### src/rtl/core/msc_pkg.sv
// ----------------------------------------------------------------------------
// msc_pkg
// Shared operation codes and the command/status bundles passed between the
// collector controller and its datapath.
// ----------------------------------------------------------------------------
package msc_pkg;

    localparam logic [1:0] OP_WRITE   = 2'd0;
    localparam logic [1:0] OP_READ    = 2'd1;
    localparam logic [1:0] OP_COLLECT = 2'd2;

    // Most result beats one collect run reports
    localparam int MAX_RESULTS = 8;

    typedef struct packed {
        logic host_write;   // store links of the input entry, set it allocated
        logic host_read;    // latch input entry, read its links
        logic start;        // latch roots, rewind sweep pointer
        logic try_root;     // mark and push the selected root if visitable
        logic root_sel_b;   // select second root
        logic fetch;        // read links of stack top
        logic examine;      // push first visitable child or pop
        logic load_top;     // take new stack top from stack read data
        logic sweep_read;   // read links of sweep entry
        logic sweep_step;   // free/report/unmark sweep entry, advance
        logic read_emit;    // load read result into output register
    } msc_cmd_t;

    typedef struct packed {
        logic root_ok;
        logic child_found;
        logic depth_one;
        logic sweep_last;
        logic step_ok;
        logic out_free;
    } msc_sts_t;

endpackage

### src/rtl/core/msc_datapath.sv
// ----------------------------------------------------------------------------
// msc_datapath
// Heap table storage (allocated bits, reach marks, link memory), the walk
// stack memory and the output register of the mark-and-sweep collector.
// ----------------------------------------------------------------------------
module msc_datapath #(
    parameter int HEAP_ENTRIES = 8
) (
    input  logic              clk,
    input  logic              rst_n,
    input  msc_pkg::msc_cmd_t cmd,
    output msc_pkg::msc_sts_t sts,
    input  logic [2:0]        entry_index,
    input  logic [3:0]        first_link,
    input  logic [3:0]        second_link,
    input  logic [3:0]        third_link,
    input  logic [3:0]        root_a,
    input  logic [3:0]        root_b,
    output logic              out_valid,
    input  logic              out_ready,
    output logic [2:0]        result_index,
    output logic              is_allocated,
    output logic              was_freed,
    output logic [3:0]        out_first_link,
    output logic [3:0]        out_second_link,
    output logic [3:0]        out_third_link,
    output logic              last_result
);

    localparam int IW  = $clog2(HEAP_ENTRIES);
    localparam int LW  = $clog2(HEAP_ENTRIES + 1);
    localparam int DW  = $clog2(HEAP_ENTRIES + 1);
    localparam int RES = (HEAP_ENTRIES < msc_pkg::MAX_RESULTS) ?
                         HEAP_ENTRIES : msc_pkg::MAX_RESULTS;
    localparam logic [LW-1:0] NULL_LINK = LW'(HEAP_ENTRIES);

    function automatic logic [LW-1:0] norm_link(input logic [3:0] v);
        return (int'(v) < HEAP_ENTRIES) ? LW'(v) : NULL_LINK;
    endfunction

    // Control state
    logic [HEAP_ENTRIES-1:0] alloc_reg;
    logic [HEAP_ENTRIES-1:0] mark_reg;
    logic [DW-1:0]           depth_reg;
    logic                    out_valid_reg;

    // Payload
    logic [3*LW-1:0] link_mem [HEAP_ENTRIES];
    logic [3*LW-1:0] link_rdata_reg;
    logic [IW-1:0]   stack_mem [HEAP_ENTRIES];
    logic [IW-1:0]   stack_rdata_reg;
    logic [IW-1:0]   top_reg;
    logic [IW-1:0]   cur_reg;
    logic [IW-1:0]   sweep_reg;
    logic [LW-1:0]   root_a_reg;
    logic [LW-1:0]   root_b_reg;
    logic [2:0]      res_index_reg;
    logic            res_alloc_reg;
    logic            res_freed_reg;
    logic [LW-1:0]   res_link_reg [3];
    logic            res_last_reg;

    logic [2:0]      idx_wrap;
    logic [IW-1:0]   host_idx;
    logic [LW-1:0]   child [3];
    logic [LW-1:0]   root_sel;
    logic            root_ok;
    logic            child_found;
    logic [IW-1:0]   child_idx;
    logic [DW-1:0]   depth_m2;
    logic            sweep_free;
    logic            sweep_emit;
    logic            out_free;
    logic            out_load;
    logic            mem_we;
    logic [IW-1:0]   mem_waddr;
    logic [3*LW-1:0] mem_wdata;
    logic            mem_re;
    logic [IW-1:0]   mem_raddr;
    logic            stk_we;
    logic [IW-1:0]   stk_waddr;
    logic [IW-1:0]   stk_wdata;
    logic            pop;

    // Wrap entry index into the table by repeated subtraction
    always_comb
    begin
        idx_wrap = entry_index;
        for (int i = 0; i < 4; i++)
        begin
            if (int'(idx_wrap) >= HEAP_ENTRIES)
            begin
                idx_wrap = idx_wrap - 3'(HEAP_ENTRIES);
            end
        end
        host_idx = IW'(idx_wrap);
    end

    always_comb
    begin
        for (int k = 0; k < 3; k++)
        begin
            child[k] = link_rdata_reg[k*LW +: LW];
        end
    end

    assign root_sel = cmd.root_sel_b ? root_b_reg : root_a_reg;
    assign root_ok  = (int'(root_sel) < HEAP_ENTRIES) &&
                      alloc_reg[root_sel[IW-1:0]] && !mark_reg[root_sel[IW-1:0]];

    // First visitable child in link order wins
    always_comb
    begin
        child_found = 1'b0;
        child_idx   = '0;
        for (int k = 2; k >= 0; k--)
        begin
            if ((int'(child[k]) < HEAP_ENTRIES) && alloc_reg[child[k][IW-1:0]] &&
                !mark_reg[child[k][IW-1:0]] && (int'(depth_reg) < HEAP_ENTRIES))
            begin
                child_found = 1'b1;
                child_idx   = child[k][IW-1:0];
            end
        end
    end

    assign depth_m2   = depth_reg - DW'(2);
    assign pop        = cmd.examine && !child_found;
    assign sweep_free = alloc_reg[sweep_reg] && !mark_reg[sweep_reg];
    assign sweep_emit = int'(sweep_reg) < RES;
    assign out_free   = !out_valid_reg || out_ready;
    assign out_load   = cmd.read_emit || (cmd.sweep_step && sweep_emit);

    assign sts.root_ok     = root_ok;
    assign sts.child_found = child_found;
    assign sts.depth_one   = (depth_reg == DW'(1));
    assign sts.sweep_last  = (sweep_reg == IW'(HEAP_ENTRIES - 1));
    assign sts.step_ok     = out_free || !sweep_emit;
    assign sts.out_free    = out_free;

    // Link memory ports
    always_comb
    begin
        mem_we    = 1'b0;
        mem_waddr = host_idx;
        mem_wdata = {norm_link(third_link), norm_link(second_link),
                     norm_link(first_link)};
        if (cmd.host_write)
        begin
            mem_we = 1'b1;
        end
        else if (cmd.sweep_step && sweep_free)
        begin
            mem_we    = 1'b1;
            mem_waddr = sweep_reg;
            mem_wdata = {NULL_LINK, NULL_LINK, NULL_LINK};
        end
    end

    always_comb
    begin
        mem_re    = cmd.host_read || cmd.fetch || cmd.sweep_read;
        mem_raddr = host_idx;
        if (cmd.fetch)
        begin
            mem_raddr = top_reg;
        end
        else if (cmd.sweep_read)
        begin
            mem_raddr = sweep_reg;
        end
    end

    // Stack memory ports
    always_comb
    begin
        stk_we    = 1'b0;
        stk_waddr = '0;
        stk_wdata = root_sel[IW-1:0];
        if (cmd.try_root && root_ok)
        begin
            stk_we = 1'b1;
        end
        else if (cmd.examine && child_found)
        begin
            stk_we    = 1'b1;
            stk_waddr = depth_reg[IW-1:0];
            stk_wdata = child_idx;
        end
    end

    always_ff @(posedge clk)
    begin
        if (mem_we)
        begin
            link_mem[mem_waddr] <= mem_wdata;
        end
        if (mem_re)
        begin
            link_rdata_reg <= link_mem[mem_raddr];
        end
        if (stk_we)
        begin
            stack_mem[stk_waddr] <= stk_wdata;
        end
        if (pop)
        begin
            stack_rdata_reg <= stack_mem[depth_m2[IW-1:0]];
        end
    end

    always_ff @(posedge clk or negedge rst_n)
    begin
        if (!rst_n)
        begin
            alloc_reg     <= '0;
            mark_reg      <= '0;
            depth_reg     <= '0;
            out_valid_reg <= 1'b0;
        end
        else
        begin
            if (cmd.host_write)
            begin
                alloc_reg[host_idx] <= 1'b1;
            end
            if (cmd.sweep_step)
            begin
                if (sweep_free)
                begin
                    alloc_reg[sweep_reg] <= 1'b0;
                end
                mark_reg[sweep_reg] <= 1'b0;
            end
            if (cmd.try_root && root_ok)
            begin
                mark_reg[root_sel[IW-1:0]] <= 1'b1;
                depth_reg                  <= DW'(1);
            end
            if (cmd.examine)
            begin
                if (child_found)
                begin
                    mark_reg[child_idx] <= 1'b1;
                    depth_reg           <= depth_reg + DW'(1);
                end
                else
                begin
                    depth_reg <= depth_reg - DW'(1);
                end
            end
            if (out_load)
            begin
                out_valid_reg <= 1'b1;
            end
            else if (out_ready)
            begin
                out_valid_reg <= 1'b0;
            end
        end
    end

    always_ff @(posedge clk)
    begin
        if (cmd.host_read)
        begin
            cur_reg <= host_idx;
        end
        if (cmd.start)
        begin
            root_a_reg <= norm_link(root_a);
            root_b_reg <= norm_link(root_b);
            sweep_reg  <= '0;
        end
        else if (cmd.sweep_step)
        begin
            sweep_reg <= sweep_reg + IW'(1);
        end
        if (cmd.try_root && root_ok)
        begin
            top_reg <= root_sel[IW-1:0];
        end
        else if (cmd.examine && child_found)
        begin
            top_reg <= child_idx;
        end
        else if (cmd.load_top)
        begin
            top_reg <= stack_rdata_reg;
        end
        if (cmd.read_emit)
        begin
            res_index_reg <= 3'(cur_reg);
            res_alloc_reg <= alloc_reg[cur_reg];
            res_freed_reg <= 1'b0;
            res_last_reg  <= 1'b1;
            for (int k = 0; k < 3; k++)
            begin
                res_link_reg[k] <= child[k];
            end
        end
        else if (cmd.sweep_step && sweep_emit)
        begin
            res_index_reg <= 3'(sweep_reg);
            res_alloc_reg <= alloc_reg[sweep_reg] && mark_reg[sweep_reg];
            res_freed_reg <= sweep_free;
            res_last_reg  <= (int'(sweep_reg) == RES - 1);
            for (int k = 0; k < 3; k++)
            begin
                res_link_reg[k] <= sweep_free ? NULL_LINK : child[k];
            end
        end
    end

    assign out_valid       = out_valid_reg;
    assign result_index    = res_index_reg;
    assign is_allocated    = res_alloc_reg;
    assign was_freed       = res_freed_reg;
    assign out_first_link  = 4'(res_link_reg[0]);
    assign out_second_link = 4'(res_link_reg[1]);
    assign out_third_link  = 4'(res_link_reg[2]);
    assign last_result     = res_last_reg;

endmodule

### src/rtl/core/msc_controller.sv
// ----------------------------------------------------------------------------
// msc_controller
// Sequences write, read and collect operations: root tries, the depth-first
// walk on the stack, then the sweep over all entries.
// ----------------------------------------------------------------------------
module msc_controller (
    input  logic              clk,
    input  logic              rst_n,
    input  logic              in_valid,
    output logic              in_ready,
    input  logic [1:0]        operation,
    output msc_pkg::msc_cmd_t cmd,
    input  msc_pkg::msc_sts_t sts
);

    typedef enum logic [3:0] {
        S_IDLE,
        S_RD_EMIT,
        S_ROOT_A,
        S_ROOT_B,
        S_FETCH,
        S_EXAMINE,
        S_POP,
        S_SW_RD,
        S_SW_STEP
    } state_t;

    state_t state_reg;
    state_t state_next;
    logic   walk_b_reg;
    logic   walk_b_next;
    logic   accept;

    assign in_ready = (state_reg == S_IDLE);
    assign accept   = in_valid && in_ready;

    always_comb
    begin
        cmd            = '0;
        cmd.host_write = accept && (operation == msc_pkg::OP_WRITE);
        cmd.host_read  = accept && (operation == msc_pkg::OP_READ);
        cmd.start      = accept && (operation == msc_pkg::OP_COLLECT);
        cmd.try_root   = (state_reg == S_ROOT_A) || (state_reg == S_ROOT_B);
        cmd.root_sel_b = (state_reg == S_ROOT_B);
        cmd.fetch      = (state_reg == S_FETCH);
        cmd.examine    = (state_reg == S_EXAMINE);
        cmd.load_top   = (state_reg == S_POP);
        cmd.sweep_read = (state_reg == S_SW_RD);
        cmd.sweep_step = (state_reg == S_SW_STEP) && sts.step_ok;
        cmd.read_emit  = (state_reg == S_RD_EMIT) && sts.out_free;
    end

    always_comb
    begin
        state_next  = state_reg;
        walk_b_next = walk_b_reg;
        unique case (state_reg)
            S_IDLE:
            begin
                if (cmd.host_read)
                begin
                    state_next = S_RD_EMIT;
                end
                else if (cmd.start)
                begin
                    state_next = S_ROOT_A;
                end
            end
            S_RD_EMIT:
            begin
                if (sts.out_free)
                begin
                    state_next = S_IDLE;
                end
            end
            S_ROOT_A:
            begin
                walk_b_next = 1'b0;
                state_next  = sts.root_ok ? S_FETCH : S_ROOT_B;
            end
            S_ROOT_B:
            begin
                walk_b_next = 1'b1;
                state_next  = sts.root_ok ? S_FETCH : S_SW_RD;
            end
            S_FETCH:
            begin
                state_next = S_EXAMINE;
            end
            S_EXAMINE:
            begin
                if (sts.child_found)
                begin
                    state_next = S_FETCH;
                end
                else if (sts.depth_one)
                begin
                    // stack empties: walk from next root or start the sweep
                    state_next = walk_b_reg ? S_SW_RD : S_ROOT_B;
                end
                else
                begin
                    state_next = S_POP;
                end
            end
            S_POP:
            begin
                state_next = S_FETCH;
            end
            S_SW_RD:
            begin
                state_next = S_SW_STEP;
            end
            S_SW_STEP:
            begin
                if (sts.step_ok)
                begin
                    state_next = sts.sweep_last ? S_IDLE : S_SW_RD;
                end
            end
            default:
            begin
                state_next = S_IDLE;
            end
        endcase
    end

    always_ff @(posedge clk or negedge rst_n)
    begin
        if (!rst_n)
        begin
            state_reg  <= S_IDLE;
            walk_b_reg <= 1'b0;
        end
        else
        begin
            state_reg  <= state_next;
            walk_b_reg <= walk_b_next;
        end
    end

endmodule

### src/rtl/core/mark_sweep_collector_top.sv
// ----------------------------------------------------------------------------
// mark_sweep_collector_top
// Mark-and-sweep collector over a table of HEAP_ENTRIES three-link objects.
// ----------------------------------------------------------------------------
// One item is in work at a time; in_ready is high only while the block is
// idle. A write gives no result. A read gives one result beat. A collect
// tries the two roots in turn and walks depth first from each one that is
// allocated and unmarked (fetch and examine of the stack top on the single
// link memory read port, plus a stack read on each pop), then sweeps every
// entry with a read and a step. The read and the sweep can stall while the
// output side holds a beat. The sweep reports one beat per entry for the
// first min(HEAP_ENTRIES, 8) entries, the last one flagged by last_result.
// The output register lets the next item be taken while the final beat
// still waits. Unused operation code 3 is taken and ignored; links or roots
// outside the table count as null.
// ----------------------------------------------------------------------------
module mark_sweep_collector_top #(
    parameter int HEAP_ENTRIES = 8
) (
    input  logic       clk,
    input  logic       rst_n,
    input  logic       in_valid,
    output logic       in_ready,
    input  logic [1:0] operation,
    input  logic [2:0] entry_index,
    input  logic [3:0] first_link,
    input  logic [3:0] second_link,
    input  logic [3:0] third_link,
    input  logic [3:0] root_a,
    input  logic [3:0] root_b,
    output logic       out_valid,
    input  logic       out_ready,
    output logic [2:0] result_index,
    output logic       is_allocated,
    output logic       was_freed,
    output logic [3:0] out_first_link,
    output logic [3:0] out_second_link,
    output logic [3:0] out_third_link,
    output logic       last_result
);

    msc_pkg::msc_cmd_t cmd;
    msc_pkg::msc_sts_t sts;

    msc_controller u_ctrl (
        .clk       (clk),
        .rst_n     (rst_n),
        .in_valid  (in_valid),
        .in_ready  (in_ready),
        .operation (operation),
        .cmd       (cmd),
        .sts       (sts)
    );

    msc_datapath #(
        .HEAP_ENTRIES (HEAP_ENTRIES)
    ) u_dp (
        .clk             (clk),
        .rst_n           (rst_n),
        .cmd             (cmd),
        .sts             (sts),
        .entry_index     (entry_index),
        .first_link      (first_link),
        .second_link     (second_link),
        .third_link      (third_link),
        .root_a          (root_a),
        .root_b          (root_b),
        .out_valid       (out_valid),
        .out_ready       (out_ready),
        .result_index    (result_index),
        .is_allocated    (is_allocated),
        .was_freed       (was_freed),
        .out_first_link  (out_first_link),
        .out_second_link (out_second_link),
        .out_third_link  (out_third_link),
        .last_result     (last_result)
    );

endmodule

### config.mk
export PLATFORM = sky130hd
export DESIGN_NAME = mark_sweep_collector_top
export DESIGN_NICKNAME = d
export VERILOG_FILES = /design/src/rtl/core/msc_pkg.sv /design/src/rtl/core/msc_datapath.sv /design/src/rtl/core/msc_controller.sv /design/src/rtl/core/mark_sweep_collector_top.sv
export SDC_FILE = /design/constraint.sdc
export NUM_CORES = 1
export LEC_CHECK = 0
export ABC_AREA = 1
export ABC_CLOCK_PERIOD_IN_PS = 5270
export BUFFER_PORTS_ARGS = -buffer_cell sky130_fd_sc_hd__clkbuf_2
export CAP_MARGIN = 5
export CORE_UTILIZATION = 60
export DETAILED_ROUTE_END_ITERATION = 8
export GPL_TIMING_DRIVEN = 1
export HOLD_SLACK_MARGIN = 0.03
export PLACE_DENSITY = 0.78
export RECOVER_POWER = 50
export SYNTH_ARGS = -nofsm -noshare
export SYNTH_HDL_FRONTEND = slang
export SYNTH_SLANG_ARGS = --single-unit
### constraint.sdc
create_clock -name clk -period 5.27 [get_ports clk]
set_input_delay 0.7905 -clock clk [delete_from_list [all_inputs] [get_ports clk]]
set_output_delay 0.7905 -clock clk [all_outputs]
set_load 0.03 [all_outputs]
* After elaboration in Yosys (flattened, before gate mapping) *
Memory sizes are Yosys's and may differ from the RTL's. A register that Yosys moved wholly into a read port is not among the register bits.
Index checks and enable logic that the tools add are counted.

word-level totals
  RAM bits = 132
  memories kept = 3
  output and inout port bits = 20
  flip-flop bits (word level) = 49

memory list
  name               words  bits a word  read ports  clocked after memory_dff  write ports  RTL line            RTL
  u_dp.link_mem      8      12           1           1                         1            msc_datapath.sv:48  logic [3*LW-1:0] link_mem [HEAP_ENTRIES];
  u_dp.stack_mem     8      3            1           1                         1            msc_datapath.sv:50  logic [IW-1:0] stack_mem [HEAP_ENTRIES];
  u_dp.res_link_reg  3      4            3           0                         3            msc_datapath.sv:60  logic [LW-1:0] res_link_reg [3];

cells by class
  muxes and demuxes = 100
  magnitude comparators = 22
  equality and inequality tests = 16
  add/subtract/negate cells = 4
  reductions and logical operators = 47
  bitwise gates (word level) = 9

operators with widths
  kind                   count
  $mux W4                19
  $mux W3                19
  $mux W8                7
  $lt A4 B4 Y1 const B   10
  $pmux W4 S9            1
  $mux W1                35
  $bmux W1 S3            11
  $lt A3 B4 Y1 const B   8
  $logic_and A1 B1 Y1    27
  $mux W12               2
  $or A8 B8 Y8           3
  $and A8 B8 Y8          2
  $eq A4 B3 Y1 const B   4
  $demux W1 S3           4
  $ge A3 B1 Y1 const B   4
  $eq A4 B1 Y1 const B   2
  $eq A4 B2 Y1 const B   2
  $not A8 Y8             1
  $reduce_bool A2 Y1     4
  $logic_not A1 Y1       7
  $logic_or A1 B1 Y1     5
  $add A4 B1 Y4 const B  1
  $eq A4 B4 Y1 const B   1
  $logic_not A4 Y1       1
  other kinds (15)       18

* Logic depth before layout (Yosys ltp) *
Gate-level depths: netlist of the first run.

  depth in word-level cells = 15
  depth in mapped cells = 16
  mapped depth without buffers = 16

* Modules after synthesis *
From an unflattened synthesis of the first run, not the netlist that was laid out.

unflattened totals
  cells, all modules = 992
  area total of the unflattened synthesis = 9,509.1 um^2

modules (own cells, without submodules)
  module          cells each  times used  area an instance (um^2)
  msc_datapath    916         1           9,047.4
  msc_controller  76          1           461.7

* Least setup slack after synthesis of the first run *
No wires, ideal clock.

  path kind = register to register
  start = reg u_ctrl.state_reg[3]
  end = mem u_dp.link_mem[4][0] (netlist name), enable pin
  arrival = 2,443 ps
  stages on the path, launching flop included = 9
  setup time = 380 ps
  period minus slack after synthesis = 2,823 ps
  slack = 2,447 ps
  cell sequence = dfrtp_1 nor2_4 inv_2 nor2_1 nand2_1 nor3_1 nand2_1 o21a_1 nor2_1

RTL lines
  item                           RTL line                        RTL
  from (decl)                    msc_controller.sv:28            state_t state_reg;
  from (signal assigned)         msc_controller.sv:137           state_reg <= state_next;
  $logic_not A4 Y1 *             msc_controller.sv:34            assign in_ready = (state_reg == S_IDLE);
  net in_ready                   mark_sweep_collector_top.sv:23  output logic in_ready,
  $logic_and A1 B1 Y1 *          msc_controller.sv:35            assign accept = in_valid && in_ready;
  $logic_and A1 B1 Y1 *          msc_controller.sv:40            cmd.host_write = accept && (operation == msc_pkg::OP_WRITE);
  $mux W1                        msc_datapath.sv:148             if (cmd.host_write)
  $mux W1                        msc_datapath.sv:194             if (mem_we)
  $mux W1 (not written as such)  msc_datapath.sv:196             link_mem[mem_waddr] <= mem_wdata;
  to (decl)                      msc_datapath.sv:48

The timed path passes the listed nets; every way through them passes the cells marked *.

* Final worst setup path of the first run *
  start = reg u_dp.sweep_reg[0]
  end = mem u_dp.link_mem[1][1] (netlist name), enable pin

between the ends
  word-level cells in the longest chain between the ends = 9

ends and longest elaborated chain
  item                           RTL line             RTL
  from (decl)                    msc_datapath.sv:54   logic [IW-1:0] sweep_reg;
  from (signal assigned)         msc_datapath.sv:277  sweep_reg <= sweep_reg + IW'(1);
  $bmux W1 S3                    msc_datapath.sv:129  assign sweep_free = alloc_reg[sweep_reg] && !mark_reg[sweep_reg];
  $mux W1 (not written as such)  msc_datapath.sv:129
  $logic_not A1 Y1               msc_datapath.sv:129
  $logic_and A1 B1 Y1            msc_datapath.sv:129
  $logic_and A1 B1 Y1            msc_datapath.sv:152  else if (cmd.sweep_step && sweep_free)
  $mux W1                        msc_datapath.sv:152
  $mux W1                        msc_datapath.sv:148
  $mux W1                        msc_datapath.sv:194
  $mux W1 (not written as such)  msc_datapath.sv:196

Several ways; a longest one is shown, not always the timed one. The select of a mux whose other input is x is not followed.

==> out/qor.log, run 1 <==
INFO  timing         setup_viol_count_final=0
INFO  cells_and_area finish.net_count=1052
INFO  detailed_routing drt-pass1-iter-count=6
INFO  global_routing grtUsageTotal=0.298
INFO  critical_path  timing.critical_path.fanout_max=29
INFO  timing         timing.fmax=248MHz
INFO  timing         timing_worst_slew_pin_value=1620ps
INFO  power_and_ir_drop p_per_area=440nW/um2
INFO  cells_and_area final.fill_count=1204
INFO  synth          synthesis.instances=973
INFO  critical_path  critical_path_required=5320ps
INFO  cells_and_area top_register=u_dp.link_mem
INFO  power_and_ir_drop worst_ir_drop_on_vdd=0.000309V
INFO  critical_path  worst_setup_path_end_kind=flop
INFO  detailed_routing drt.antenna.violating_nets=0
INFO  detailed_routing via_total_after_detailed_routing=6998
INFO  timing         fin_skew=8.79ps
INFO  place          placement.io_buffers=48
INFO  clock_tree     cts_hold_buf=0
INFO  clock_tree     clk_path_buf_depth=2
INFO  critical_path  cp-start-kind=flop
INFO  floorplan      die_h=127um
INFO  place          dpl_cell_area=9760um2
INFO  critical_path  worst_path_max_delay_cell=sky130_fd_sc_hd__nor2_1
INFO  cells_and_area synthToLayoutAreaGrowth=8.99%
INFO  cells_and_area post_route_cells_drive_above_1_share=0.113
INFO  clock_tree     postCtsSetupRepairBufs=0
INFO  synth          yosysMostFrequentCell=sky130_fd_sc_hd__nand2_1
INFO  place          routabilityCongestion=0.946
INFO  global_routing first_global_vias=6441
INFO  floorplan      coreArea=15300um2
INFO  timing         timing_hold_violations_final=0
INFO  clock_tree     h-tree-depth=4
INFO  floorplan      die_wd=127um
INFO  detailed_routing routed_via_density=5.65
INFO  cells_and_area largest_register_ff_count=96
INFO  cells_and_area final_util=0.671
INFO  detailed_routing detail_route.iter0.violations=688
INFO  cells_and_area area_taken_by_multi_input_logic_gates=3060um2
INFO  cells_and_area sequential_cell_area=5710um2
INFO  timing         setup-tns-final=0ps
INFO  timing         slew_viol_final=89
INFO  synth          post-synth-top-area-fraction=0.528
INFO  floorplan      ioPinCount=49
INFO  critical_path  delay_of_the_slowest_cell_on_the_worst_path=810ps
INFO  critical_path  critical_path_s_most_frequent_cell=sky130_fd_sc_hd__nand2_1
INFO  timing         final_min_period_over_clock_period=0.765
INFO  synth          synth.yosys.seq_area_share=0.607
INFO  run_status     status=complete, but fails checks
INFO  timing         grt_setup_unrepaired=no
INFO  clock_tree     cts_resized=0
INFO  synth          syn-cell-area=9390um2
INFO  hold_path      min-delay-path-class=reg -> reg
INFO  synth          most_instantiated_cells_after_synthesis=220 x sky130_fd_sc_hd__nand2_1, 165 x sky130_fd_sc_hd__edfxtp_1, 123 x sky130_fd_sc_hd__nor2_1, 104 x sky130_fd_sc_hd__inv_1, 65 x sky130_fd_sc_hd__o21ai_0
INFO  floorplan      cell_row_count=45
INFO  run_status     failing_checks=capacitance limit, slew limit
INFO  synth          synth_flop_cell=sky130_fd_sc_hd__edfxtp_1
INFO  power_and_ir_drop power.leakage=4.21nW
INFO  place          place_hpwl=16300um
INFO  clock_tree     clkSlewWorstSetupHoldPaths=70ps
INFO  global_routing maximum_number_of_pins_on_one_net_before_global_route_repair=50
INFO  critical_path  critPathArrivalTime=4080ps
INFO  clock_tree     cts_tree=done
INFO  critical_path  worst_r2r_path_depth=11
INFO  timing         slew_headroom=-0.0867
INFO  synth          synth.avg_cell_area=9.65um2
INFO  floorplan      initial_core_util=0.616
INFO  detailed_routing route.detailed.drc=0
INFO  global_routing antenna_found_initial=0
INFO  critical_path  timing_worst_setup_path_type=reg -> reg
INFO  clock_tree     worstSkewPairLatency=430ps
INFO  synth          synth_top_cells_by_area=sky130_fd_sc_hd__edfxtp_1 53%, sky130_fd_sc_hd__nand2_1 8.8%, sky130_fd_sc_hd__dfrtp_1 6.9%
INFO  global_routing global_route_wire_length_before_repair=35100um
INFO  clock_tree     ctsRootBufferMaster=sky130_fd_sc_hd__clkbuf_16
INFO  timing         finalCriticalPeriod=4030ps
INFO  synth          flip_flop_and_latch_count_after_synthesis=196
INFO  clock_tree     clock_sink_count=196
INFO  cells_and_area antenna-diode-count=0
INFO  synth          cell_accounting_for_the_most_synthesized_area=sky130_fd_sc_hd__edfxtp_1
INFO  run            max-cap-violations=3
INFO  synth          synth_edf_count=165
INFO  detailed_routing post_route_wl=22600um
INFO  global_routing globalRoute.totalOverflow=0
INFO  synth          synth-async-reset-ratio=0.133
INFO  cells_and_area finalInstanceArea=10200um2
INFO  critical_path  cp_cell_sequence=inv_1 -> o21ai_0 -> o21ai_0 -> nor2_1 -> and2_0 -> nand2_1 -> nand2_1 -> o21ai_2 -> inv_1 -> nand2_1 -> nor2_1
INFO  hold_path      hold_path_depth=2
INFO  power_and_ir_drop total_power=4.51mW
INFO  synth          total_nets_after_synthesis=1010
INFO  detailed_routing post_drt_wl_per_cell=18.2um
INFO  synth          post_synth_num_cell_types=43
INFO  floorplan      die_area=16200um2
INFO  synth          synth.yosys.warnings=0
INFO  clock_tree     cts-buffers-inserted=17
INFO  cells_and_area layout_top_registers=u_dp.link_mem (96), u_dp.stack_mem (24)
## logic make-up (layout without fill, tap and decap cells)
group | Yosys count | after routing | share of synthesized area
compound gates | 160 | 160 | 0.102
xor+xnor | 2 | 2 | 0.00187
fa+ha+maj | 8 | 8 | 0.0107
buf+inv | 145 | 200 | 0.0639
flops | 196 | 196 | 0.607
mux | 1 | 1 | 0.00107
simple gates | 461 | 461 | 0.213
## stage by stage
stage,instances,hold WS (ps),setup slack [ps]
after floorplan,973,457,2450
after global placement,1207,458,1640
after detailed placement,1207,469,1440
after CTS,1239,412,1350
after global routing,1239,516,846
final,1239,486,1240
## path summary, 6_finish.rpt
check | startpoint | endpoint | slack, ps
max in group asynchronous | rst_n | u_dp.depth_reg[2]$_DFFE_PN0P_ | 3620
max reg2reg | u_dp.sweep_reg[0]$_SDFFE_PP0P_ | u_dp.link_mem[1][1]$_DFFE_PP_ | 1240
min | u_dp.last_result$_SDFFE_PP1P_ | u_dp.last_result$_SDFFE_PP1P_ | 490
max | u_dp.sweep_reg[0]$_SDFFE_PP0P_ | u_dp.link_mem[1][1]$_DFFE_PP_ | 1240
min in group asynchronous | rst_n | u_dp.alloc_reg[6]$_DFF_PN0_ | 740
min reg2reg | u_dp.last_result$_SDFFE_PP1P_ | u_dp.last_result$_SDFFE_PP1P_ | 490
## where the power goes
group          internal (mW)  switching [mW]
Clock                  0.614           0.591
Combinational          0.367           0.931
Sequential              1.87           0.133
## per-layer routing
metal / track usage / share of wire / vias to the layer above
met5: 0 / 0 / -
met1: 0.426 / 0.44 / 3243
met3: 0.0708 / 0.093 / 54
li1: - / - / 3340
met2: 0.446 / 0.44 / 361
met4: 0.113 / 0.028 / 0
## area by class of cell
type                            count  share of cell area
Timing Repair Buffer               50              0.0214
Clock inverter                     15              0.0116
Multi-Input combinational cell    632               0.299
Clock buffer                       17              0.0416
Inverter                          118              0.0434
Tap cell                          211              0.0258
Sequential cell                   196               0.557
## cells in the final DEF, fill, tap and decap left out, types with 4 or more instances in the layout
cell type	n
sky130_fd_sc_hd__nor2_2	4
sky130_fd_sc_hd__nand4_1	4
sky130_fd_sc_hd__inv_6	4
sky130_fd_sc_hd__inv_1	108
sky130_fd_sc_hd__or2_2	29
sky130_fd_sc_hd__dfrtp_1	26
sky130_fd_sc_hd__o211ai_2	9
sky130_fd_sc_hd__nor3_1	5
sky130_fd_sc_hd__nor2_1	125
sky130_fd_sc_hd__o21ai_1	11
sky130_fd_sc_hd__o211ai_1	22
sky130_fd_sc_hd__clkinvlp_4	5
sky130_fd_sc_hd__o22ai_1	8
sky130_fd_sc_hd__clkbuf_2	22
sky130_fd_sc_hd__nand2_1	222
sky130_fd_sc_hd__edfxtp_1	165
sky130_fd_sc_hd__clkbuf_1	27
sky130_fd_sc_hd__or2_1	10
sky130_fd_sc_hd__dfxtp_1	5
sky130_fd_sc_hd__a21oi_1	24
sky130_fd_sc_hd__inv_2	8
sky130_fd_sc_hd__o21ai_0	75
sky130_fd_sc_hd__nand3_1	52
sky130_fd_sc_hd__clkbuf_16	17
sky130_fd_sc_hd__ha_1	8
sky130_fd_sc_hd__a31oi_1	4
## critical path, delay by kind of cell, from the launching register on
family	cells	cell delay (ps)
DFF	1	690
buffers and inverters	2	400
AOI/OAI and AO/OA	3	450
and+or+nand+nor	6	2100
No activity file was read; power rests on OpenSTA's default activity.
==> run 2: changes to the inputs <==
Settings changed: ABC_CLOCK_PERIOD_IN_PS 5270 to 4200.
Clock period 5.27 ns to 4.2 ns, I/O delays scaled along.
==> out/qor.log, run 2 (synthesis results as in run 1) <==
INFO  run_status     failing_checks=capacitance limit, slew limit
INFO  timing         fin_skew=12.8ps
INFO  critical_path  critical_path_required=4380ps
INFO  cells_and_area top_register=u_dp.link_mem
INFO  clock_tree     clk_path_buf_depth=2
INFO  timing         setup_slack=684ps
INFO  critical_path  worst_setup_path_end_kind=flop
INFO  cells_and_area antenna-diode-count=0
INFO  global_routing grt-busiest-layer=met2
INFO  global_routing maximum_number_of_pins_on_one_net_before_global_route_repair=50
INFO  cells_and_area final_cell_mix=222 x sky130_fd_sc_hd__nand2_1, 165 x sky130_fd_sc_hd__edfxtp_1, 125 x sky130_fd_sc_hd__nor2_1
INFO  clock_tree     postCtsSetupRepairBufs=0
INFO  detailed_routing via_total_after_detailed_routing=7138
INFO  cells_and_area post_route_cells_drive_above_1_share=0.119
INFO  clock_tree     cts_tree=done
INFO  global_routing antenna_found_initial=0
INFO  global_routing grt.met3_usage=0.0498
INFO  global_routing global_route_wire_length_before_repair=35800um
INFO  place          routabilityCongestion=0.917
INFO  clock_tree     ctsRootBufferMaster=sky130_fd_sc_hd__clkbuf_16
INFO  detailed_routing detail_route.iter0.violations=813
INFO  timing         slew_viol_final=89
INFO  timing         timing_worst_slew_pin_value=1590ps
INFO  global_routing first_global_vias=6663
INFO  detailed_routing drt-pass1-iter-count=5
INFO  cells_and_area largest_register_ff_count=96
INFO  floorplan      die_h=127um
INFO  timing         final_min_period_over_clock_period=0.837
INFO  global_routing grt_util_met1=0.424
INFO  floorplan      initial_core_util=0.616
INFO  place          place_hpwl=16300um
INFO  critical_path  cp-start-kind=flop
INFO  clock_tree     cts_hold_buf=0
INFO  clock_tree     worstSkewPairLatency=440ps
INFO  global_routing globalRoute.totalOverflow=0
INFO  timing         grt_setup_unrepaired=no
INFO  detailed_routing post_drt_wl_per_cell=18.3um
INFO  timing         timing_hold_violations_final=0
INFO  global_routing grtUsageTotal=0.302
INFO  run_status     status=complete, but fails checks
INFO  cells_and_area layout_top_registers=u_dp.link_mem (96), u_dp.stack_mem (24)
INFO  power_and_ir_drop p_per_area=561nW/um2
INFO  floorplan      coreArea=15300um2
INFO  critical_path  timing_worst_setup_path_type=reg -> reg
INFO  clock_tree     h-tree-depth=4
INFO  detailed_routing post_route_wl=22900um
INFO  clock_tree     clkSlewWorstSetupHoldPaths=70ps
INFO  detailed_routing route.detailed.drc=0
INFO  place          placement.io_buffers=48
INFO  detailed_routing routed_via_density=5.71
INFO  timing         setup-tns-final=0ps
INFO  clock_tree     clock_sink_count=196
INFO  timing         finalCriticalPeriod=3520ps
INFO  clock_tree     cts-buffers-inserted=17
INFO  timing         setup_viol_count_final=0
INFO  critical_path  critPathArrivalTime=3700ps
INFO  hold_path      min-delay-path-class=in -> reg
INFO  run            max-cap-violations=3
INFO  place          setup_slack_at_placement=1190ps
INFO  cells_and_area commonest_non_fill_non_tap_cell_in_the_layout=sky130_fd_sc_hd__nand2_1
INFO  floorplan      ioPinCount=49
INFO  floorplan      die_wd=127um
INFO  cells_and_area finish.cell_count_without_fillers=1250
INFO  power_and_ir_drop power.leakage=4.31nW
INFO  floorplan      cell_row_count=45
INFO  timing         slew_headroom=-0.0659
INFO  critical_path  timing.critical_path.fanout_max=49
INFO  power_and_ir_drop worst_ir_drop_on_vdd=0.000362V
INFO  clock_tree     cts_resized=0
INFO  cells_and_area finish.net_count=1063
INFO  place          placed_cells=1218
INFO  floorplan      die_area=16200um2
INFO  detailed_routing drt.antenna.violating_nets=0
INFO  timing         timing.fmax=284MHz
INFO  power_and_ir_drop total_power=5.82mW
INFO  global_routing grt_use_met2=0.472
INFO  cells_and_area synthToLayoutAreaGrowth=10.5%
run 2: layer usage:
layer  share of wire  up-vias
met3           0.083       55
met2            0.46      353
met1            0.43     3366
met4           0.031        0
met5               0        -
li1                -     3364
run 2: worst paths after layout:
| path | endpoint | slack [ps] | from | cells past startpoint |
|---|---|---|---|---|
| max | u_dp.link_rdata_reg[6]$_DFFE_PP_ | 680 | u_ctrl.state_reg[1]$_DFFE_PN0P_ | 11 |
| min | u_dp.root_a_reg[3]$_SDFFCE_PP1P_ | 460 | root_a[3] | 1 |
| max reg2reg | u_dp.link_rdata_reg[6]$_DFFE_PP_ | 680 | u_ctrl.state_reg[1]$_DFFE_PN0P_ | 11 |
| min reg2reg | u_dp.last_result$_SDFFE_PP1P_ | 470 | u_dp.last_result$_SDFFE_PP1P_ | 2 |
| max in group asynchronous | u_dp.mark_reg[1]$_DFF_PN0_ | 2730 | rst_n | 1 |
| min in group asynchronous | u_ctrl.state_reg[3]$_DFFE_PN0P_ | 560 | rst_n | 1 |
run 2: report_power, final:
group          switching (mW)  internal, mW
logic                    1.16         0.462
clock network           0.774         0.905
registers               0.176          2.35
total                    2.11          3.71
run 2: final cells by class:
cell class	instances	area [um2]
Tap cell	211	264
Inverter	118	444
Sequential cell	196	5710
Multi-Input combinational cell	632	3060
Timing Repair Buffer	61	294
Fill cell	1190	4880
Clock inverter	15	185
Clock buffer	17	425
run 2: worst max-delay path, cell delays in order, from the launching register on:
cell,delay (ps)
sky130_fd_sc_hd__dfrtp_1,420
sky130_fd_sc_hd__nor2_1,120
sky130_fd_sc_hd__inv_1,90
sky130_fd_sc_hd__nor2_4,100
sky130_fd_sc_hd__inv_2,90
sky130_fd_sc_hd__or2_4,250
sky130_fd_sc_hd__nand2_4,360
sky130_fd_sc_hd__inv_1,780
sky130_fd_sc_hd__o211ai_1,500
sky130_fd_sc_hd__o21ai_1,170
sky130_fd_sc_hd__nor2_1,250
sky130_fd_sc_hd__nor2_1,110
run 2: metrics by stage:
step	util	cell area [um2]	hold slack, ps
floorplan	-	9390	334
global route	0.680	10400	482
CTS	0.685	10500	241
finish	0.680	10400	459
global placement	0.645	9840	450
detailed placement	0.645	9840	460
==> run 3: changes to the inputs <==
Settings changed: ABC_AREA 1 to 0, ABC_CLOCK_PERIOD_IN_PS 4200 to 3500.
Clock period 4.2 ns to 3.5 ns, I/O delays scaled along.
==> out/qor.log, run 3 <==
INFO  clock_tree     cts_hold_buf=0
INFO  detailed_routing post_drt_wl_per_cell=21.5um
INFO  floorplan      initial_core_util=0.622
INFO  place          routabilityCongestion=0.947
INFO  synth          synth_flop_cell=sky130_fd_sc_hd__edfxtp_1
INFO  synth          syn-cell-area=9140um2
INFO  cells_and_area antenna-diode-count=0
INFO  global_routing maximum_number_of_pins_on_one_net_before_global_route_repair=27
INFO  synth          synth-compound-area-share=0.0647
INFO  synth          yosysMostFrequentCell=sky130_fd_sc_hd__edfxtp_1
INFO  timing         finalCriticalPeriod=3150ps
INFO  clock_tree     cts_tree=done
INFO  floorplan      ioPinCount=49
INFO  critical_path  cp-start-kind=flop
INFO  global_routing global_route_wire_length_before_repair=31400um
INFO  synth          most_instantiated_cells_after_synthesis=165 x sky130_fd_sc_hd__edfxtp_1, 84 x sky130_fd_sc_hd__mux2i_1, 42 x sky130_fd_sc_hd__nand2_1, 33 x sky130_fd_sc_hd__nor2_1
INFO  place          place_hpwl=13300um
INFO  run_status     status=complete, but fails checks
INFO  timing         final_min_period_over_clock_period=0.900
INFO  floorplan      die_h=125um
INFO  critical_path  crit_reg_reg_startpoint=u_ctrl.state_reg[1]$_DFFE_PN0P_
INFO  global_routing globalRoute.totalOverflow=0
INFO  critical_path  critPathArrivalTime=3270ps
INFO  critical_path  crit_family=simple AND/OR/NAND/NOR gates
INFO  hold_path      timing.hold.worst.start=root_b[3]
INFO  cells_and_area synthToLayoutAreaGrowth=12.9%
INFO  critical_path  cp_cell_sequence=clkbuf_1 -> nor2_1 -> nand4_1 -> or2_2 -> or2_1 -> nor3_1 -> or2_1 -> buf_4
INFO  synth          synth.yosys.seq_area_share=0.624
INFO  hold_path      min-delay-path-class=in -> reg
INFO  clock_tree     h-tree-depth=4
INFO  detailed_routing drt.antenna.violating_nets=0
INFO  floorplan      die_area=15700um2
INFO  floorplan      cell_row_count=44
INFO  critical_path  critical_path_s_most_frequent_cell=sky130_fd_sc_hd__or2_1
INFO  detailed_routing drt-pass1-iter-count=7
INFO  synth          synth_xor_area_frac=0.00287
INFO  cells_and_area largest_register_ff_count=96
INFO  synth          flip_flop_and_latch_count_after_synthesis=196
INFO  global_routing antenna_found_initial=1
INFO  timing         grt_setup_unrepaired=no
INFO  detailed_routing route.detailed.drc=2
INFO  synth          post-synth-top-area-fraction=0.542
INFO  power_and_ir_drop p_per_area=689nW/um2
INFO  clock_tree     cts-buffers-inserted=17
INFO  global_routing grtUsageTotal=0.266
INFO  timing         slew_headroom=-0.0568
INFO  timing         setup-tns-final=0ps
INFO  synth          synthesis.instances=656
INFO  clock_tree     clkSlewWorstSetupHoldPaths=70ps
INFO  critical_path  worstSetupStartpoint=u_ctrl.state_reg[1]$_DFFE_PN0P_
INFO  clock_tree     clock_sink_count=196
INFO  detailed_routing post_route_wl=19700um
INFO  synth          dominant_combinational_cell_family_by_area_after_synthesis=multiplexers
INFO  cells_and_area finish.net_count=756
INFO  timing         timing.fmax=318MHz
INFO  run_status     failing_checks=DRC, capacitance limit, slew limit
INFO  critical_path  reg2reg_setup_slack=350ps
INFO  cells_and_area finalInstanceArea=10300um2
INFO  run            max-cap-violations=1
INFO  power_and_ir_drop power.leakage=3.76nW
INFO  synth          area_share_of_and_or_nand_nor_cells_after_synthesis=0.106
INFO  synth          synth_edf_count=165
INFO  timing         fin_skew=12.4ps
INFO  cells_and_area top_register=u_dp.link_mem
INFO  detailed_routing via_total_after_detailed_routing=5886
INFO  timing         timing_worst_slew_pin_value=1590ps
INFO  floorplan      die_wd=125um
INFO  critical_path  delay_of_the_slowest_cell_on_the_worst_path=470ps
INFO  timing         timing_hold_violations_final=0
INFO  synth          synth.avg_cell_area=13.9um2
INFO  synth          total_nets_after_synthesis=693
INFO  critical_path  worst_setup_path_end_kind=flop
INFO  critical_path  critical_path_required=3620ps
INFO  clock_tree     ctsRootBufferMaster=sky130_fd_sc_hd__clkbuf_16
INFO  critical_path  worst_r2r_path_depth=8
INFO  cells_and_area final_cell_mix=165 x sky130_fd_sc_hd__edfxtp_1, 84 x sky130_fd_sc_hd__mux2i_1, 42 x sky130_fd_sc_hd__nand2_1
INFO  synth          synth_top_cells_by_area=sky130_fd_sc_hd__edfxtp_1 54%, sky130_fd_sc_hd__mux2i_1 9.2%, sky130_fd_sc_hd__dfrtp_1 7.1%
INFO  place          dpl_cell_area=9750um2
INFO  synth          synth_mux_area_frac=0.168
INFO  detailed_routing detail_route.iter0.violations=676
INFO  synth          synthAdderAreaFrac=0.0109
INFO  critical_path  timing.critical_path.fanout_max=14
INFO  critical_path  worst-path-buf-inv=2
INFO  cells_and_area commonest_non_fill_non_tap_cell_in_the_layout=sky130_fd_sc_hd__edfxtp_1
INFO  detailed_routing routed_via_density=6.43
INFO  clock_tree     worstSkewPairLatency=440ps
INFO  clock_tree     cts_resized=0
INFO  timing         slew_viol_final=27
INFO  hold_path      min_delay_worst_endpoint=u_dp.root_b_reg[3]$_SDFFCE_PP1P_
INFO  timing         setup_viol_count_final=0
INFO  critical_path  timing_worst_setup_path_type=reg -> reg
INFO  hold_path      hold_path_depth=1
INFO  cells_and_area layout_top_registers=u_dp.link_mem (96), u_dp.stack_mem (24)
INFO  place          placement.io_buffers=48
INFO  synth          cell_accounting_for_the_most_synthesized_area=sky130_fd_sc_hd__edfxtp_1
INFO  cells_and_area post_route_cells_drive_above_1_share=0.172
INFO  critical_path  worst_path_max_delay_cell=sky130_fd_sc_hd__or2_2
INFO  clock_tree     clk_path_buf_depth=2
INFO  synth          synth-async-reset-ratio=0.133
INFO  floorplan      coreArea=14700um2
INFO  clock_tree     postCtsSetupRepairBufs=0
INFO  synth          synth.yosys.warnings=0
INFO  global_routing first_global_vias=5810
INFO  critical_path  rr_endpoint=u_dp.link_mem[0][3]$_DFFE_PP_
INFO  synth          post_synth_num_cell_types=58
INFO  power_and_ir_drop worst_ir_drop_on_vdd=0.000433V
[run 3: metal layers]
layer  up-vias  GRT usage  wire, um
li1       2646          -         -
met1      2897      0.375      8600
met2       307      0.417      9180
met3        36     0.0466      1510
met4         0      0.104       423
met5         -          0         0
[run 3: cell families after synthesis]
family / count (synthesis)
AOI/OAI and AO/OA: 86
xor gates and xnor gates: 3
adders and majority gates: 8
buffers and inverters: 49
DFF: 196
muxes: 127
and+or+nand+nor: 187
[run 3: layout make-up]
class	instances	area [um2]
clock buffers	18	439
clock inverters	14	181
fillers	975	4380
inverters	17	63.8
multi-input cells	411	3260
flip-flops and latches	196	5710
well taps	184	230
repair buffers	76	440
[run 3: per-stage QoR]
stage          worst slack [ps]  cells  hold slack (ps)  total power [mW]  utilization
6_report                    351    916              373              7.11        0.702
5_1_grt                     123    916              381              7.39        0.702
4_1_cts                     426    916              142              7.14        0.705
3_5_place_dp                451    884              446              5.12        0.663
3_3_place_gp                599    884              438              5.07        0.663
2_1_floorplan               121    656              229              4.52            -
[run 3: how the worst max path moves through the flow]
stage | cells after the start | endpoint
2_1_floorplan | 6 | u_dp.link_mem[2][0]$_DFFE_PP_
3_3_place_gp | 8 | u_dp.top_reg[0]$_DFFE_PP_
3_5_place_dp | 7 | u_dp.top_reg[2]$_DFFE_PP_
4_1_cts | 8 | u_dp.top_reg[0]$_DFFE_PP_
5_1_grt | 8 | u_dp.link_mem[0][3]$_DFFE_PP_
6_report | 8 | u_dp.link_mem[0][3]$_DFFE_PP_
[run 3: where the power goes]
| group | internal, mW | switching, mW | total [mW] |
|---|---|---|---|
| clock network | 1.11 | 0.918 | 2.03 |
| registers | 2.83 | 0.264 | 3.10 |
| logic | 0.892 | 1.09 | 1.98 |
[run 3: worst register-to-register path: cells and delay by family, from the launching register on]
| family | cells | cell delay [ps] |
|---|---|---|
| buf+inv | 2 | 550 |
| flops | 1 | 380 |
| simple gates | 6 | 1900 |
